## config.mk

```make
export PLATFORM = sky130hd
export DESIGN_NAME = sent_frame_decoder_unit
export DESIGN_NICKNAME = d
export VERILOG_FILES = /design/src/rtl/core/sfd_pkg.sv /design/src/rtl/core/sent_frame_decoder_unit.sv /design/src/rtl/core/sfd_ram.sv
export SDC_FILE = /design/constraint.sdc
export NUM_CORES = 1
export LEC_CHECK = 0
export ABC_CLOCK_PERIOD_IN_PS = 13300
export BUFFER_PORTS_ARGS = -buffer_cell sky130_fd_sc_hd__buf_2
export CAP_MARGIN = 20
export CORE_AREA = 2 2 273 167
export CTS_CLUSTER_DIAMETER = 80
export DETAILED_ROUTE_END_ITERATION = 12
export DIE_AREA = 0 0 275 169
export GPL_TIMING_DRIVEN = 0
export PLACE_DENSITY = 0.8
export SKIP_CTS_REPAIR_TIMING = 1
export SLEW_MARGIN = 20
export SYNTH_ARGS = -nofsm -noshare
export SYNTH_HDL_FRONTEND = slang
export SYNTH_SLANG_ARGS = --single-unit
```

## constraint.sdc

```tcl
create_clock -name clk_i -period 13.3 [get_ports clk_i]
set_input_delay 1.33 -clock clk_i [delete_from_list [all_inputs] [get_ports clk_i]]
set_output_delay 1.33 -clock clk_i [all_outputs]
set_load 0.05 [all_outputs]
```

## src/rtl/core/sfd_pkg.sv

```systemverilog
// ----------------------------------------------------------------------------
// sfd_pkg
// Shared types, constants and the CRC-4 table of the SENT frame decoder.
// ----------------------------------------------------------------------------
package sfd_pkg;

  localparam int unsigned CHANNELS = 4;
  localparam int unsigned CH_AW    = (CHANNELS > 1) ? $clog2(CHANNELS) : 1;
  localparam int unsigned N_ERR    = 6;
  localparam int unsigned CFG_W    = 16;
  localparam int unsigned CFG_AW   = 3;

  typedef enum logic [3:0] {
    PH_INIT   = 4'd0,
    PH_SYNC   = 4'd1,
    PH_STATUS = 4'd2,
    PH_D1     = 4'd3,
    PH_D2     = 4'd4,
    PH_D3     = 4'd5,
    PH_D4     = 4'd6,
    PH_D5     = 4'd7,
    PH_D6     = 4'd8,
    PH_CRC    = 4'd9
  } phase_e;

  typedef enum logic [CFG_AW-1:0] {
    CFG_MIN_INTERVAL = 3'd0,
    CFG_OFFSET       = 3'd1,
    CFG_SYNC_VALUE   = 3'd2,
    CFG_MAX_NIBBLE   = 3'd3,
    CFG_CRC_SEED     = 3'd4
  } cfg_reg_e;

  localparam int unsigned ERR_MIN    = 0;
  localparam int unsigned ERR_SYNC   = 1;
  localparam int unsigned ERR_STATUS = 2;
  localparam int unsigned ERR_MAX    = 3;
  localparam int unsigned ERR_ROLL   = 4;
  localparam int unsigned ERR_CRC    = 5;

  // per-channel record held in the state ram
  typedef struct packed {
    phase_e      phase;
    logic [11:0] val_asm;
    logic [3:0]  crc;
    logic [7:0]  roll_asm;
    logic [7:0]  prev_roll;
    logic [11:0] acc_val;
    logic [3:0]  status;
  } chan_rec_t;

  function automatic logic [3:0] crc4_tab(input logic [3:0] idx);
    logic [3:0] r;
    unique case (idx)
      4'd0:  r = 4'd0;
      4'd1:  r = 4'd13;
      4'd2:  r = 4'd7;
      4'd3:  r = 4'd10;
      4'd4:  r = 4'd14;
      4'd5:  r = 4'd3;
      4'd6:  r = 4'd9;
      4'd7:  r = 4'd4;
      4'd8:  r = 4'd1;
      4'd9:  r = 4'd12;
      4'd10: r = 4'd6;
      4'd11: r = 4'd11;
      4'd12: r = 4'd15;
      4'd13: r = 4'd2;
      4'd14: r = 4'd8;
      default: r = 4'd5;
    endcase
    return r;
  endfunction

endpackage

```

## src/rtl/core/sent_frame_decoder_unit.sv

```systemverilog
// ----------------------------------------------------------------------------
// sent_frame_decoder_unit
// Multi-channel SENT fast-channel decoder, one pulse interval per transfer.
// ----------------------------------------------------------------------------
// Usage:
//   Input channel: in_valid_i / in_stall_o with channel_i and interval_ticks_i.
//   Each accepted pulse produces exactly one result transfer on the output
//   channel (out_valid_o / out_stall_i), in order of acceptance.
//   Each pulse passes the update stage register and then the output register,
//   which drives out_valid_o.
//   Throughput: one pulse per cycle while the output is not stalled. Per-channel
//   state sits in a ram with registered read data; a read is issued on acceptance,
//   the record is updated in the next cycle and written back, and a back-to-back
//   pulse on the same channel takes the record from the write-back register.
//   Configuration: cfg_we_i, cfg_idx_i, cfg_data_i, written while idle.
//   Reset: configuration returns to its defaults, error counters clear and all
//   channel records read as zero (init phase) until first written; no
//   clearing pass is needed.
//   Receiver stall: the output register holds, the update stage holds, and
//   in_stall_o rises once the update stage is occupied and cannot drain.
// ----------------------------------------------------------------------------
module sent_frame_decoder_unit
  import sfd_pkg::*;
(
  input  logic              clk_i,
  input  logic              rst_ni,
  input  logic              in_valid_i,
  output logic              in_stall_o,
  input  logic [1:0]        channel_i,
  input  logic [15:0]       interval_ticks_i,
  output logic              out_valid_o,
  input  logic              out_stall_i,
  output logic [1:0]        channel_out_o,
  output logic              frame_done_o,
  output logic              crc_ok_o,
  output logic [11:0]       value_o,
  output logic [7:0]        rolling_count_out_o,
  output logic [3:0]        status_nibble_o,
  output logic [15:0]       min_interval_errors_o,
  output logic [15:0]       sync_errors_o,
  output logic [15:0]       status_errors_o,
  output logic [15:0]       max_interval_errors_o,
  output logic [15:0]       rolling_errors_o,
  output logic [15:0]       crc_errors_o,
  input  logic              cfg_we_i,
  input  logic [CFG_AW-1:0] cfg_idx_i,
  input  logic [CFG_W-1:0]  cfg_data_i
);

  localparam int unsigned REC_W = $bits(chan_rec_t);

  // configuration
  logic [15:0] min_int_q, offset_q, sync_val_q;
  logic [3:0]  max_nib_q, crc_seed_q;

  always_ff @(posedge clk_i or negedge rst_ni) begin
    if (!rst_ni) begin
      min_int_q  <= 16'd12;
      offset_q   <= 16'd12;
      sync_val_q <= 16'd44;
      max_nib_q  <= 4'd15;
      crc_seed_q <= 4'd5;
    end else if (cfg_we_i) begin
      unique case (cfg_idx_i)
        CFG_MIN_INTERVAL: min_int_q  <= cfg_data_i;
        CFG_OFFSET:       offset_q   <= cfg_data_i;
        CFG_SYNC_VALUE:   sync_val_q <= cfg_data_i;
        CFG_MAX_NIBBLE:   max_nib_q  <= cfg_data_i[3:0];
        CFG_CRC_SEED:     crc_seed_q <= cfg_data_i[3:0];
        default: ;
      endcase
    end
  end

  // handshake and stage control
  logic             s1_valid_q;
  logic [1:0]       s1_ch_q;
  logic [15:0]      s1_raw_q;
  logic             s1_fwd_q;
  logic             s1_rvld_q;
  logic             adv;
  logic             accept;
  logic [CH_AW-1:0] in_idx;
  logic [CH_AW-1:0] s1_idx;
  logic             s1_in_range;
  logic             out_valid_q;

  assign adv         = s1_valid_q && (!out_valid_q || !out_stall_i);
  assign in_stall_o  = s1_valid_q && !adv;
  assign accept      = in_valid_i && !in_stall_o;
  assign in_idx      = CH_AW'(channel_i);
  assign s1_idx      = CH_AW'(s1_ch_q);
  assign s1_in_range = (int'(s1_ch_q) < CHANNELS);

  // state ram
  chan_rec_t        rd_rec, cur, nxt, wr_rec_q;
  logic [REC_W-1:0] rd_data;
  logic [CHANNELS-1:0] ent_vld_q;
  logic             ram_we;

  assign ram_we = adv && s1_in_range;

  sfd_ram #(
    .Width(REC_W),
    .Depth(CHANNELS)
  ) u_state_ram (
    .clk_i   (clk_i),
    .we_i    (ram_we),
    .waddr_i (s1_idx),
    .wdata_i (nxt),
    .re_i    (accept),
    .raddr_i (in_idx),
    .rdata_o (rd_data)
  );

  assign rd_rec = chan_rec_t'(rd_data);

  always_ff @(posedge clk_i or negedge rst_ni) begin
    if (!rst_ni) begin
      s1_valid_q <= 1'b0;
      s1_fwd_q   <= 1'b0;
      s1_rvld_q  <= 1'b0;
      ent_vld_q  <= '0;
    end else begin
      if (ram_we) begin
        ent_vld_q[s1_idx] <= 1'b1;
      end
      if (accept) begin
        s1_valid_q <= 1'b1;
        s1_fwd_q   <= ram_we && (s1_idx == in_idx);
        s1_rvld_q  <= ent_vld_q[in_idx];
      end else if (adv) begin
        s1_valid_q <= 1'b0;
        s1_fwd_q   <= 1'b0;
      end
    end
  end

  always_ff @(posedge clk_i) begin
    if (accept) begin
      s1_ch_q  <= channel_i;
      s1_raw_q <= interval_ticks_i;
    end
    if (ram_we) begin
      wr_rec_q <= nxt;
    end
  end

  // record update
  logic [15:0]      err_q [N_ERR];
  logic [15:0]      err_d [N_ERR];
  logic [N_ERR-1:0] inc;
  logic [15:0]      v;
  logic [3:0]       nib;
  logic             done, ok;

  always_comb begin
    if (s1_fwd_q) begin
      cur = wr_rec_q;
    end else if (s1_rvld_q) begin
      cur = rd_rec;
    end else begin
      cur = '0;
    end
    nxt  = cur;
    inc  = '0;
    done = 1'b0;
    ok   = 1'b0;
    v    = s1_raw_q - offset_q;
    nib  = v[3:0];
    if (s1_raw_q < min_int_q) begin
      inc[ERR_MIN] = 1'b1;
      nxt.phase    = PH_SYNC;
    end else if (cur.phase == PH_INIT || cur.phase == PH_SYNC) begin
      if (v == sync_val_q) begin
        nxt.val_asm = '0;
        nxt.phase   = PH_STATUS;
      end else if (cur.phase == PH_SYNC) begin
        inc[ERR_SYNC] = 1'b1;
      end
    end else if (v > {12'd0, max_nib_q}) begin
      inc[ERR_MAX] = 1'b1;
      nxt.phase    = PH_SYNC;
    end else begin
      unique case (cur.phase)
        PH_STATUS: begin
          nxt.status      = nib;
          inc[ERR_STATUS] = (nib != 4'd0);
        end
        PH_D1: begin
          nxt.crc     = nib ^ crc4_tab(crc_seed_q);
          nxt.val_asm = {nib, 8'd0};
        end
        PH_D2: begin
          nxt.crc     = nib ^ crc4_tab(cur.crc);
          nxt.val_asm = cur.val_asm | {4'd0, nib, 4'd0};
        end
        PH_D3: begin
          nxt.crc     = nib ^ crc4_tab(cur.crc);
          nxt.val_asm = cur.val_asm | {8'd0, nib};
        end
        PH_D4: begin
          nxt.crc      = nib ^ crc4_tab(cur.crc);
          nxt.roll_asm = {nib, 4'd0};
        end
        PH_D5: begin
          nxt.crc      = nib ^ crc4_tab(cur.crc);
          nxt.roll_asm = cur.roll_asm | {4'd0, nib};
        end
        PH_D6: begin
          nxt.crc = nib ^ crc4_tab(cur.crc);
        end
        default: begin
          done          = 1'b1;
          inc[ERR_ROLL] = (cur.roll_asm != (cur.prev_roll + 8'd1));
          nxt.prev_roll = cur.roll_asm;
          if (nib == crc4_tab(cur.crc)) begin
            ok          = 1'b1;
            nxt.acc_val = cur.val_asm;
          end else begin
            inc[ERR_CRC] = 1'b1;
          end
        end
      endcase
      if (cur.phase >= PH_CRC) begin
        nxt.phase = PH_SYNC;
      end else begin
        nxt.phase = phase_e'(cur.phase + 4'd1);
      end
    end
    for (int i = 0; i < N_ERR; i++) begin
      if (s1_in_range && inc[i] && (err_q[i] != 16'hFFFF)) begin
        err_d[i] = err_q[i] + 16'd1;
      end else begin
        err_d[i] = err_q[i];
      end
    end
  end

  always_ff @(posedge clk_i or negedge rst_ni) begin
    if (!rst_ni) begin
      for (int i = 0; i < N_ERR; i++) begin
        err_q[i] <= '0;
      end
    end else if (adv) begin
      err_q <= err_d;
    end
  end

  // output register
  logic [1:0]  out_ch_q;
  logic        out_done_q, out_ok_q;
  logic [11:0] out_val_q;
  logic [7:0]  out_roll_q;
  logic [3:0]  out_stat_q;
  logic [15:0] out_err_q [N_ERR];

  always_ff @(posedge clk_i or negedge rst_ni) begin
    if (!rst_ni) begin
      out_valid_q <= 1'b0;
    end else if (adv) begin
      out_valid_q <= 1'b1;
    end else if (!out_stall_i) begin
      out_valid_q <= 1'b0;
    end
  end

  always_ff @(posedge clk_i) begin
    if (adv) begin
      out_ch_q   <= s1_ch_q;
      out_done_q <= s1_in_range && done;
      out_ok_q   <= s1_in_range && ok;
      out_val_q  <= s1_in_range ? nxt.acc_val : 12'd0;
      out_roll_q <= s1_in_range ? nxt.prev_roll : 8'd0;
      out_stat_q <= s1_in_range ? nxt.status : 4'd0;
      out_err_q  <= err_d;
    end
  end

  assign out_valid_o           = out_valid_q;
  assign channel_out_o         = out_ch_q;
  assign frame_done_o          = out_done_q;
  assign crc_ok_o              = out_ok_q;
  assign value_o               = out_val_q;
  assign rolling_count_out_o   = out_roll_q;
  assign status_nibble_o       = out_stat_q;
  assign min_interval_errors_o = out_err_q[ERR_MIN];
  assign sync_errors_o         = out_err_q[ERR_SYNC];
  assign status_errors_o       = out_err_q[ERR_STATUS];
  assign max_interval_errors_o = out_err_q[ERR_MAX];
  assign rolling_errors_o      = out_err_q[ERR_ROLL];
  assign crc_errors_o          = out_err_q[ERR_CRC];

  // assertions
  a_stall_needs_stage : assert property (@(posedge clk_i) disable iff (!rst_ni)
    in_stall_o |-> (s1_valid_q && out_valid_q && out_stall_i))
    else $error("input stalled without a blocked update stage");

  a_fwd_needs_stage : assert property (@(posedge clk_i) disable iff (!rst_ni)
    s1_fwd_q |-> s1_valid_q)
    else $error("forwarding flag set with no item in the update stage");

  a_ok_needs_done : assert property (@(posedge clk_i) disable iff (!rst_ni)
    (out_valid_q && out_ok_q) |-> out_done_q)
    else $error("crc ok reported without a completed frame");

  a_min_err_monotonic : assert property (@(posedge clk_i) disable iff (!rst_ni)
    1'b1 |=> (err_q[ERR_MIN] >= $past(err_q[ERR_MIN])))
    else $error("min interval error counter decreased");

  a_crc_err_monotonic : assert property (@(posedge clk_i) disable iff (!rst_ni)
    1'b1 |=> (err_q[ERR_CRC] >= $past(err_q[ERR_CRC])))
    else $error("crc error counter decreased");

endmodule

```

## src/rtl/core/sfd_ram.sv

```systemverilog
// ----------------------------------------------------------------------------
// sfd_ram
// Generic single-write, single-read ram with registered read data.
// ----------------------------------------------------------------------------
module sfd_ram #(
  parameter int unsigned Width = 8,
  parameter int unsigned Depth = 4,
  localparam int unsigned AddrW = (Depth > 1) ? $clog2(Depth) : 1
) (
  input  logic             clk_i,
  input  logic             we_i,
  input  logic [AddrW-1:0] waddr_i,
  input  logic [Width-1:0] wdata_i,
  input  logic             re_i,
  input  logic [AddrW-1:0] raddr_i,
  output logic [Width-1:0] rdata_o
);

  logic [Width-1:0] mem_q [Depth];
  logic [Width-1:0] rdata_q;

  always_ff @(posedge clk_i) begin
    if (we_i) begin
      mem_q[waddr_i] <= wdata_i;
    end
    if (re_i) begin
      rdata_q <= mem_q[raddr_i];
    end
  end

  assign rdata_o = rdata_q;

endmodule
```

Word level (Yosys, flattened, before mapping). Memories as Yosys holds them, arrays and structs flattened. A register that Yosys moved wholly into a read port is not among the register bits. Cells that the tools add are included.

Bits in registers: 330. Memory bits (writable): 208. Bits in read-only memories: 448. Input port bits: 42. Word-level logic and storage cells: 194. Memories kept: 8.

Add/sub/neg operators: 9. Order comparisons: 6. Eq/ne operators: 23. Multiplexer cells: 75. Bitwise operators: 10. Reduce and logical (&&, ||, !) cells: 29.

Memory list: u_state_ram.mem_q (words 4, bits a word 52, read ports 1, clocked after Yosys merged registers in 1, write ports 1, line sfd_ram.sv:19) `logic [Width-1:0] mem_q [Depth];`; (no name shown) (words 16, bits a word 4, read ports 1, clocked after Yosys merged registers in 0, write ports 0, line sfd_pkg.sv:54) `unique case (idx)`; (no name shown) (words 16, bits a word 4, read ports 1, clocked after Yosys merged registers in 0, write ports 0, line sfd_pkg.sv:54); (no name shown) (words 16, bits a word 4, read ports 1, clocked after Yosys merged registers in 0, write ports 0, line sfd_pkg.sv:54); (no name shown) (words 16, bits a word 4, read ports 1, clocked after Yosys merged registers in 0, write ports 0, line sfd_pkg.sv:54); (no name shown) (words 16, bits a word 4, read ports 1, clocked after Yosys merged registers in 0, write ports 0, line sfd_pkg.sv:54); +2 memories.

Operators by type and width (count): 4-bit 2-to-1 mux (33); 16-bit 2-to-1 mux (8); 52-bit 2-to-1 mux (2); 16-bit by 1-bit adder with 16-bit output (second input constant) (6); 48-bit 2-to-1 mux (2); 16-bit inequality test (second input constant) (6); 36-bit 2-to-1 mux (1); 12-bit one-hot mux with 3 select lines (1); 4-bit one-hot mux with 6 select lines (1); 4-bit XOR (6); 20-bit 2-to-1 mux (1); 1-bit 2-to-1 mux (19); 16-bit == test (1); 4-bit by 3-bit == test with 1-bit output (second input constant) (4); 16-bit by 4-bit greater-than comparator with 1-bit output (1); 16-bit < comparator (1); 8-bit one-hot mux with 2 select lines (1); 16-bit subtractor (1); 12-bit 2-to-1 mux (1); 12-bit by 4-bit OR with 12-bit output (1); 12-bit by 8-bit OR with 12-bit output (1); 1-bit logical AND (11); 2-bit AND reduction (5); 10-bit OR reduction (1); other kinds (29) (37).

Logic depth before layout (Yosys ltp). Gate-level depths: netlist of run 1.

Depth in word-level cells: 16. Depth in mapped cells: 18. Mapped depth without buffers: 15.

By module. Synthesis of run 1 repeated with hierarchy kept, for this count alone.

Cells, all modules: 1912. Area, all modules: 26695.6 um^2.

By module, submodules not included: sent_frame_decoder_unit (instances 1, cells an instance 1584, area an instance 17538.1 um^2); sfd_ram (instances 1, cells an instance 328, area an instance 9157.5 um^2).

Least setup slack after synthesis of run 1. Ideal clock, no wire load.

Path kind: input port to flip-flop. Start point: input out_stall_i. End point: register err_q[55] in the netlist's numbering. Setup time: 0.138 ns. Arrival: 6.724 ns. Data required time: 13.162 ns. Slack: 6.438 ns. Stages on the path: 7. Path buffers: 2. Cells stage by stage: nand2_1 -> nand2_1 -> clkbuf_1 -> clkinv_1 -> clkbuf_1 -> nand3_1 -> xnor2_1.

Longest elaborated chain between the ends: 3.

RTL lines: from (decl) (line sent_frame_decoder_unit.sv:32) `input logic out_stall_i,`; 1-bit logical NOT; 1-bit logical OR (line sent_frame_decoder_unit.sv:88) `assign adv = s1_valid_q && (!out_valid_q || !out_stall_i);`; 1-bit logical AND (line sent_frame_decoder_unit.sv:88); named net adv (line sent_frame_decoder_unit.sv:81) `logic adv;`; to (signal assigned) (line sent_frame_decoder_unit.sv:246) `err_q <= err_d;`; to (decl) (line sent_frame_decoder_unit.sv:150) `logic [15:0] err_q [N_ERR];`.

The timed path passes the listed nets, and every way through them passes these cells. A chain may end at the register's enable or synchronous reset.

==> out/metrics.cfg, run 1 <==
[cells_and_area]
register_area_um2 = 16900
nets = 2272
nFillCells = 2980
multi_input_area_um2 = 8970
layout-drive-gt1-share_pct = 20.5
area.growth.synth_to_final_pct = 13.7
antennaDiodeCount = 0

[yosys]
postSynth.asyncResetShare_pct = 27.1
synth-seq-cells = 590
synth_area_leaders = edfxtp_1 48%, dfrtp_1 14%, mux4_2 4.6%
syn_inst = 1941
syn_area_per_cell_um2 = 13.7
yosysTopAreaCell = edfxtp_1
synth_edf_count = 430
ys_types = 77
yosys_warnings = 0
ys_seq_area_share_pct = 63.6
synth.top_cell.area_share_pct = 48.5
synth_fp_nets = 2032
ys.flop_type = edfxtp_1
netlist_area_um2 = 26600

[global_routing]
antenna_found_initial = 2
grt.overflow.total = 0
grt_pass1_wl_um = 96600
first_global_vias = 17000
grt_usage_pct = 27.1
grt_max_degree = 96

[setup_path]
cp-startpoint = s1_raw_q[0]
cp.buffers_inverters = 4
critPathTopFamily = simple AND/OR/NAND/NOR gates
cp_max_fo = 10
crit_path_cell_trace = inv_1 -> ha_1 -> inv_1 -> fa_1 -> xnor2_2 -> inv_2 -> ha_1 -> o21a_1 -> o21a_1 -> o21ai_0 -> nand4_1 -> nor4_1 -> clkbuf_1 -> nand3_1 -> nor3_1 -> o22ai_1
cp-start-kind = flip-flop
critical_path_class = flip-flop to flip-flop
slowest_stage = nor3_1
end_kind = flip-flop
max_stage_delay_ns = 0.82
required_ns = 13.54
worstPathArrival_ns = 6.86
worst-r2r-setup-slack_ns = 6.68
r2r-start = s1_raw_q[0]

[run_status]
status = finished clean

[cts]
clk_latency_ns = 0.59
cts_tree = yes
cts.sink_count = 590
cts.htree.levels = 2
ctsLongestPathBuffers = 3
ctsRootBufferMaster = clkbuf_16
cts_inserted_buffers = 51
clkTransAtPathRegs_ns = 0.07

[timing]
clock_skew_ns = 0.0221
max-slew-margin-rel_pct = 26.7
setup_viol = 0
finalWorstSetupSlack_ns = 6.68
rsz0062_at_grt = no
finalHoldViolCount = 0
post-route-min-period_ns = 6.62
fin_crit_sh_pct = 49.7
finalSetupTns_ns = 0
tightest_slew_ns = 1.10
finalMaxSlewViolations = 0
max_freq_ghz = 0.151

[drt]
first_pass_iters = 6
wl_per_cell_um = 22.3
drt_iter0_markers = 2178
vias = 17400
remaining_drc_errors = 0
ant_nets = 0
via_per_inst = 6.19
wirelength_um = 62600

[die]
row_count = 60
die_h_um = 169
io_pins = 168
die_w_um = 275
initial_utilization_pct = 60.4
coreArea_um2 = 44100
die_area_um2 = 46500

[placement]
io_buffers = 167
post-place-ws_ns = 6.99
gp_congestion = 0.924
hpwl_um = 43100

[power]
cellLeakagePower_nw = 11.8
p_per_area_nw_per_um2 = 155
vdd_drop_max_uv = 134

[hold_path]
hold_path_class = flip-flop to flip-flop
hp-start = ent_vld_q[2]

[job]
maxCapViolations = 0

-- final cells by class --
class / instances / area share, %
multi-input combinational: 1181 / 29.6
timing repair buffer: 187 / 3.82
buffer: 117 / 1.93
sequential: 590 / 55.9
tap: 589 / 2.43
clock inverter: 33 / 1.24
clock buffer: 61 / 4.40
inverter: 53 / 0.665
-- cells in the mapped netlist (42+ instances only) --
master,number
xor2_1,106
o21ai_0,64
nor2_1,76
nand2_1,155
clkbuf_1,56
dfrtp_1,147
ha_1,48
xnor2_1,128
mux4_2,54
inv_1,51
edfxtp_1,430
a22oi_1,44
a21oi_1,42
nand3_1,85
-- state kept, by name, summed over array words and instances (netlist names), 16 cells and up --
register and count:
crc_errors_o 16, err_q 96, max_interval_errors_o 16, min_int_q 16, min_interval_errors_o 16, offset_q 16
rolling_errors_o 16, s1_raw_q 16, status_errors_o 16, sync_errors_o 16, sync_val_q 16, u_state_ram.mem_q 208
u_state_ram.rdata_o 52, wr_rec_q 28
-- kinds of logic after synthesis --
kind of cell               after synthesis  synth area share [%]
xor gates and xnor gates               235                  7.78
buffers and inverters                  170                  2.92
muxes                                  112                  6.96
and+or+nand+nor                        532                  10.0
DFF                                    590                  63.6
adders and majority gates               49                  2.33
AOI/OAI and AO/OA                      253                  6.42
-- stage by stage --
| step | utilization, % | power [mW] | hold WS, ns | cells | cell area [µm²] |
|---|---|---|---|---|---|
| after CTS | 68.6 | 4.70 | 0.470 | 2811 | 30300 |
| final | 68.6 | 4.69 | 0.469 | 2811 | 30300 |
| after floorplan | - | 2.91 | 0.434 | 1941 | 26600 |
| after global placement | 63.9 | 3.13 | 0.447 | 2697 | 28200 |
| after global routing | 68.6 | 4.87 | 0.496 | 2811 | 30300 |
| after detailed placement | 64.8 | 3.17 | 0.456 | 2717 | 28600 |
-- power by group --
| part | internal (mW) | switching [mW] |
|---|---|---|
| Clock | 0.872 | 0.668 |
| Sequential | 2.17 | 0.0808 |
| Combinational | 0.307 | 0.596 |
-- layer usage --
metal  track usage, %  vias to the layer above  share of wire, %  wire [µm]
met5                0                        -             0.043         27
met4             6.82                        4               2.2       1400
met3             5.79                      143               9.7       6050
met2             41.0                      922                45      28400
met1             40.4                     8633                43      26800
li1                 -                     7690                 -          -
-- worst paths after layout --
kind	to	cells past startpoint
max in group asynchronous	err_q[21]	2
max reg2reg	wr_rec_q[30]	16
max	wr_rec_q[30]	16
min reg2reg	ent_vld_q[2]	1
min in group asynchronous	min_int_q[10]	1
min	ent_vld_q[2]	1
-- placed cells by master (no fill, tap or decap), types with 9 or more instances in the layout --
cell / instances
clkbuf_1: 62
buf_1: 11
nor2_1: 75
nand2_1: 155
and3_1: 40
buf_4: 34
a21oi_1: 42
ha_1: 48
o22ai_1: 10
mux2i_1: 16
buf_2: 187
and2_1: 15
a22oi_1: 44
nand4_1: 25
clkinv_2: 9
o21ai_0: 64
dfstp_2: 13
nand3_1: 85
mux4_2: 54
xnor2_1: 126
clkbuf_16: 51
clkinv_1: 10
nor4_1: 27
xor2_1: 106
or2_2: 9
edfxtp_1: 430
inv_1: 50
mux2_2: 41
nor3_1: 40
dfrtp_1: 147
(Power assumes the default switching activity.)
==> inputs of run 2 (changes only) <==
--- a/config.mk
+++ b/config.mk
@@ -5,7 +5,7 @@
 export SDC_FILE = /design/constraint.sdc
 export NUM_CORES = 1
 export LEC_CHECK = 0
-export ABC_CLOCK_PERIOD_IN_PS = 13300
+export ABC_CLOCK_PERIOD_IN_PS = 6500
 export BUFFER_PORTS_ARGS = -buffer_cell sky130_fd_sc_hd__buf_2
 export CAP_MARGIN = 20
 export CORE_AREA = 2 2 273 167
==> constraint.sdc (replaced) <==
create_clock -name clk_i -period 6.5 [get_ports clk_i]
set_input_delay 0.65 -clock clk_i [delete_from_list [all_inputs] [get_ports clk_i]]
set_output_delay 0.65 -clock clk_i [all_outputs]
set_load 0.05 [all_outputs]
==> run 2 against run 1 <==
Effect of this change:
- sequential share of layout area about the same
- worst hold slack worse by 0.38 ns
- critical endpoint is now u_state_ram.mem_q[1][1]
- critical path type unchanged
- fmax grew 9.4%
- global-route usage unchanged
- wire length about the same
- largest power group unchanged
- count of clock-buffer cells in the layout unchanged
- clock power grew 100%
- largest cell class unchanged
- first-iteration DRC count is 0.14% higher
- critical path depth up 1
==> out/metrics.cfg, run 2 (synthesized netlist as in run 1, its figures left out) <==
[run_status]
status = finished clean  ; unchanged

[drt]
wl_per_cell_um = 22.3  ; about the same
wirelength_um = 62700  ; was 62,600 µm
first_pass_iters = 8  ; was 6
drt_iter0_markers = 2181  ; was 2,178
via_per_inst = 6.20  ; was 6.19
vias = 17400  ; about the same
ant_nets = 0  ; unchanged
remaining_drc_errors = 0  ; unchanged

[setup_path]
cp_max_fo = 10  ; unchanged
cp-start-kind = flip-flop  ; unchanged
end_kind = flip-flop  ; unchanged
crit_path_cell_trace = inv_1 -> ha_1 -> inv_1 -> fa_1 -> xnor2_2 -> inv_2 -> ha_1 -> o21a_1 -> o21a_1 -> o21ai_0 -> nand4_1 -> nor4_1 -> clkbuf_2 -> nand3_1 -> or2_2 -> clkbuf_1 -> mux2i_1  ; was inv_1 -> ha_1 -> inv_1 -> fa_1 -> xnor2_2 -> inv_2 -> ha_1 -> o21a_1 -> o21a_1 -> o21ai_0 -> nand4_1 -> nor4_1 -> clkbuf_1 -> nand3_1 -> nor3_1 -> o22ai_1
cp.buffers_inverters = 5  ; was 4
slowest_stage = xnor2_2  ; was nor3_1
critPathTopFamily = simple AND/OR/NAND/NOR gates  ; unchanged
critical_path_class = flip-flop to flip-flop  ; unchanged
max_stage_delay_ns = 0.68  ; was 0.82 ns
required_ns = 6.83  ; was 13.54 ns
worstPathArrival_ns = 6.37  ; was 6.86 ns

[power]
vdd_drop_max_uv = 273  ; was 134 µV
p_per_area_nw_per_um2 = 317  ; was 155 nW/µm²
cellLeakagePower_nw = 11.8  ; about the same
p_total_mw = 9.61  ; was 4.69 mW

[cells_and_area]
area.growth.synth_to_final_pct = 13.7  ; about the same
nFillCells = 2980  ; unchanged
final_common_cell = edfxtp_1  ; unchanged
layout_common_cells = 430 x edfxtp_1, 187 x buf_2, 155 x nand2_1, 147 x dfrtp_1, 126 x xnor2_1  ; unchanged
largest_reg_flops = 208  ; unchanged
fin_cells = 2811  ; unchanged
antennaDiodeCount = 0  ; unchanged
nets = 2272  ; unchanged
fin_area_um2 = 30300  ; about the same
regMostFlops = u_state_ram.mem_q  ; unchanged
layout-drive-gt1-share_pct = 20.6  ; was 20.5%

[die]
io_pins = 168  ; unchanged
die_w_um = 275  ; unchanged
initial_utilization_pct = 60.4  ; unchanged
die_h_um = 169  ; unchanged
die_area_um2 = 46500  ; unchanged
coreArea_um2 = 44100  ; unchanged
row_count = 60  ; unchanged

[timing]
clock_skew_ns = 0.0220  ; was 0.0221 ns
finalSetupTns_ns = 0  ; unchanged
rsz0062_at_grt = no  ; unchanged
finalMaxSlewViolations = 0  ; unchanged
fin_crit_sh_pct = 93.0  ; was 49.7%
post-route-min-period_ns = 6.05  ; was 6.62 ns
setup_viol = 0  ; unchanged
max_freq_ghz = 0.165  ; was 0.151 GHz
max-slew-margin-rel_pct = 25.3  ; was 26.7%
finalHoldViolCount = 0  ; unchanged
tightest_slew_ns = 1.12  ; was 1.10 ns
whs_ns = 0.0912  ; was 0.469 ns

[job]
maxCapViolations = 0  ; unchanged

[placement]
dp.cells = 2717  ; unchanged
place_area_um2 = 28600  ; unchanged
io_buffers = 167  ; unchanged
gp_congestion = 0.924  ; unchanged
hpwl_um = 43100  ; unchanged

[cts]
ctsRootBufferMaster = clkbuf_16  ; unchanged
cts_inserted_buffers = 51  ; unchanged
cts_tree = yes  ; unchanged
clkTransAtPathRegs_ns = 0.07  ; about the same
cts.sink_count = 590  ; unchanged
cts.htree.levels = 2  ; unchanged
ctsLongestPathBuffers = 3  ; unchanged
clk_latency_ns = 0.59  ; about the same

[global_routing]
grt.overflow.total = 0  ; unchanged
grt_pass1_wl_um = 96600  ; unchanged
grt_max_degree = 96  ; unchanged
grt_usage_pct = 27.1  ; unchanged
first_global_vias = 17000  ; unchanged
antenna_found_initial = 2  ; unchanged

[hold_path]
hold_path_class = input pin to async pin  ; was flip-flop to flip-flop

run 2: through the flow:
stage	utilization (%)	worst slack [ns]
5_1_grt	68.6	0.134
3_5_place_dp	64.8	0.193
4_1_cts	68.6	0.179
3_3_place_gp	63.9	-2.32
6_report	68.6	0.452
2_1_floorplan	-	0.318
run 2: metal layers:
metal	global-route usage, %	up-vias	share of wire, %
li1	-	7697	-
met4	6.82	4	2.1
met3	5.79	135	9.7
met1	40.4	8696	43
met5	0	-	0.043
met2	41.0	899	45
run 2: cell type report:
| cell class | instances | area (µm²) | area share (%) |
|---|---|---|---|
| timing repair buffer | 187 | 1160 | 3.82 |
| inverter | 53 | 201 | 0.665 |
| multi-input combinational | 1181 | 8980 | 29.6 |
| tap | 589 | 737 | 2.43 |
| clock buffer | 61 | 1330 | 4.40 |
| buffer | 117 | 586 | 1.93 |
| sequential | 590 | 16900 | 55.9 |
| clock inverter | 33 | 377 | 1.24 |
run 2: power by group:
group          leakage, nW  internal (mW)  switching [mW]
sequential            6.10           4.44           0.165
clock                0.832           1.78            1.37
combinational         4.85          0.629            1.22
run 2: worst paths after layout:
check                                    startpoint                       to  slack, ns  cells after the start
min in group clk_i              interval_ticks_i[9]              s1_raw_q[9]       0.24                      1
max in group asynchronous                    rst_ni                err_q[21]       5.56                      2
worst max-delay path                    s1_raw_q[0]  u_state_ram.mem_q[1][1]       0.45                     17
worst min register to register         ent_vld_q[2]             ent_vld_q[2]       0.47                      1
worst min-delay path                         rst_ni            min_int_q[10]       0.09                      1
worst max register to register          s1_raw_q[0]  u_state_ram.mem_q[1][1]       0.45                     17
==> inputs of run 3 (changes only) <==
--- a/config.mk
+++ b/config.mk
@@ -5,7 +5,7 @@
 export SDC_FILE = /design/constraint.sdc
 export NUM_CORES = 1
 export LEC_CHECK = 0
-export ABC_CLOCK_PERIOD_IN_PS = 6500
+export ABC_CLOCK_PERIOD_IN_PS = 6150
 export BUFFER_PORTS_ARGS = -buffer_cell sky130_fd_sc_hd__buf_2
 export CAP_MARGIN = 20
 export CORE_AREA = 2 2 273 167
==> constraint.sdc (replaced) <==
create_clock -name clk_i -period 6.15 [get_ports clk_i]
set_input_delay 0.615 -clock clk_i [delete_from_list [all_inputs] [get_ports clk_i]]
set_output_delay 0.615 -clock clk_i [all_outputs]
set_load 0.05 [all_outputs]
==> run 3 against run 2 <==
Effect of this change:
- the flow now finishes with violations (hold timing)
- final cell count about the same
- clock power increased by 14%
- sequential power increased by 5.7%
- register-to-register slack got worse by 0.16 ns
- combinational power increased by 6%
- first-iteration DRC count decreased by 2.2%
- die area unchanged
- cell area increased by 0.48%
- sequential share of layout area decreased by 0.27 points
- global-route usage decreased by 0.15 points
- critical endpoint is now u_state_ram.mem_q[0][1]
==> out/metrics.cfg, run 3 (synthesized netlist as in run 1, its figures left out) <==
[run_status]
status = finished, violations left  ; was finished clean
violations = hold timing

[cells_and_area]
nFillCells = 2923  ; was 2,980
regMostFlops = u_state_ram.mem_q  ; unchanged
register_area_um2 = 16900  ; unchanged
fin_cells = 2813  ; was 2,811
fin_area_um2 = 30400  ; was 30,300 µm²
layout_common_cells = 430 x edfxtp_1, 187 x buf_2, 155 x nand2_1, 147 x dfrtp_1, 126 x xnor2_1  ; unchanged
nets = 2273  ; was 2,272
final_core_util_pct = 69.0  ; was 68.6%
multi_input_area_um2 = 9000  ; was 8980 µm²
largest_reg_flops = 208  ; unchanged
antennaDiodeCount = 0  ; unchanged
final_common_cell = edfxtp_1  ; unchanged
area.growth.synth_to_final_pct = 14.3  ; was 13.7%
layout-drive-gt1-share_pct = 20.8  ; was 20.6%

[drt]
wirelength_um = 62600  ; was 62,700 µm
ant_nets = 0  ; unchanged
drt_iter0_markers = 2134  ; was 2,181
remaining_drc_errors = 0  ; unchanged
vias = 17200  ; was 17,400
via_per_inst = 6.13  ; was 6.20
first_pass_iters = 7  ; was 8
wl_per_cell_um = 22.2  ; was 22.3 µm

[placement]
gp_congestion = 0.925  ; was 0.924
dp.cells = 2717  ; unchanged
place_area_um2 = 28500  ; was 28,600 µm²
io_buffers = 167  ; unchanged
hpwl_um = 43100  ; about the same

[timing]
tightest_slew_ns = 1.14  ; was 1.12 ns
max_freq_ghz = 0.171  ; was 0.165 GHz
finalSetupTns_ns = 0  ; unchanged
fin_crit_sh_pct = 95.2  ; was 93.0%
rsz0062_at_grt = no  ; unchanged
post-route-min-period_ns = 5.86  ; was 6.05 ns
setup_viol = 0  ; unchanged
finalMaxSlewViolations = 0  ; unchanged
max-slew-margin-rel_pct = 23.6  ; was 25.3%
finalHoldViolCount = 7  ; was 0
whs_ns = -0.0101  ; was 0.0912 ns
clock_skew_ns = 0.0165  ; was 0.0220 ns

[setup_path]
required_ns = 6.50  ; was 6.83 ns
worst-r2r-setup-slack_ns = 0.29  ; was 0.45 ns
crit_path_cell_trace = inv_1 -> ha_1 -> inv_1 -> fa_1 -> xnor2_4 -> inv_2 -> ha_1 -> o21a_1 -> o21a_1 -> o21ai_0 -> nand4_1 -> nor4_1 -> clkbuf_2 -> nand3_1 -> or2_2 -> clkbuf_1 -> mux2i_1  ; was inv_1 -> ha_1 -> inv_1 -> fa_1 -> xnor2_2 -> inv_2 -> ha_1 -> o21a_1 -> o21a_1 -> o21ai_0 -> nand4_1 -> nor4_1 -> clkbuf_2 -> nand3_1 -> or2_2 -> clkbuf_1 -> mux2i_1
cp-start-kind = flip-flop  ; unchanged
max_stage_delay_ns = 0.52  ; was 0.68 ns
worstPathArrival_ns = 6.20  ; was 6.37 ns
critical_path_class = flip-flop to flip-flop  ; unchanged
cp_max_fo = 10  ; unchanged
reg2reg_to = u_state_ram.mem_q[0][1]  ; was u_state_ram.mem_q[1][1]
r2r-start = s1_raw_q[0]  ; unchanged
end_kind = flip-flop  ; unchanged
slowest_stage = nand3_1  ; was xnor2_2
worstRegToRegCells = 17  ; unchanged

[global_routing]
first_global_vias = 17000  ; about the same
grt_usage_pct = 26.9  ; was 27.1%
grt_max_degree = 96  ; unchanged
grt_pass1_wl_um = 95800  ; was 96,600 µm
grt.overflow.total = 0  ; unchanged
antenna_found_initial = 0  ; was 2

[die]
row_count = 60  ; unchanged
die_w_um = 275  ; unchanged
io_pins = 168  ; unchanged
coreArea_um2 = 44100  ; unchanged
die_h_um = 169  ; unchanged
initial_utilization_pct = 60.4  ; unchanged
die_area_um2 = 46500  ; unchanged

[cts]
cts.sink_count = 590  ; unchanged
clkTransAtPathRegs_ns = 0.06  ; was 0.07 ns
cts.htree.levels = 2  ; unchanged
clk_latency_ns = 0.60  ; was 0.59 ns
ctsLongestPathBuffers = 3  ; unchanged
ctsRootBufferMaster = clkbuf_16  ; unchanged
cts_tree = yes  ; unchanged
cts_inserted_buffers = 52  ; was 51

[power]
switchingPower_mw = 2.93  ; was 2.75 mW
internal_power_mw = 7.49  ; was 6.85 mW
clkPwrFrac_pct = 34.5  ; was 32.8%
vdd_drop_max_uv = 287  ; was 273 µV
sw_frac_of_total_pct = 28.1  ; was 28.7%
cellLeakagePower_nw = 11.9  ; was 11.8 nW
p_per_area_nw_per_um2 = 342  ; was 317 nW/µm²
p_seq_share_pct = 46.7  ; was 47.9%
p_comb_share_pct = 18.8  ; was 19.2%

[job]
maxCapViolations = 0  ; unchanged

[hold_path]
hold_path_class = input pin to async pin  ; unchanged

-- run 3: power by group through the flow --
stage               combinational (mW)  clock [mW]  sequential (mW)
floorplan                         1.16           0             5.11
global placement                  1.81           0             4.95
detailed placement                1.91           0             4.94
CTS                               1.92        3.63             4.86
global route                      2.10        3.79             4.89
finish                            1.96        3.59             4.86
-- run 3: metal layers --
metal | track usage [%] | share of wire, % | vias up
li1 | - | - | 7703
met1 | 39.7 | 43 | 8562
met2 | 41.1 | 45 | 873
met3 | 6.16 | 9.7 | 111
met4 | 6.70 | 2.0 | 0
met5 | 0 | 0 | -
-- run 3: worst max path at each step --
stage,start,end,cells past startpoint
5_1_grt,s1_raw_q[0],u_state_ram.mem_q[3][2],17
4_1_cts,s1_raw_q[0],u_state_ram.mem_q[0][29],16
3_3_place_gp,out_stall_i,ent_vld_q[1],6
6_report,s1_raw_q[0],u_state_ram.mem_q[0][1],17
2_1_floorplan,out_valid_o,ent_vld_q[1],5
3_5_place_dp,s1_raw_q[0],u_state_ram.mem_q[0][29],16
-- run 3: area by class of cell --
class | count | area share [%]
flip-flops and latches | 590 | 55.6
plain buffers | 117 | 1.94
clock inverters | 28 | 1.40
well taps | 589 | 2.42
clock buffers | 68 | 4.77
repair buffers | 187 | 3.63
inverters | 53 | 0.662
multi-input cells | 1181 | 29.6
-- run 3: critical path, delay by kind of cell, from the launching register on --
kind	cells	cell delay (ns)
and+or+nand+nor	4	1.69
muxes	1	0.40
adders and majority gates	3	1.00
DFF	1	0.38
AOI/OAI and AO/OA	3	0.65
xor gates and xnor gates	1	0.49
buffers and inverters	5	1.00
-- run 3: per-stage QoR --
stage | setup WS [ns] | power, mW
4_1_cts | -0.192 | 10.4
2_1_floorplan | 0.750 | 6.27
3_3_place_gp | -2.70 | 6.76
5_1_grt | 0.00410 | 10.8
3_5_place_dp | -0.109 | 6.85
6_report | 0.293 | 10.4
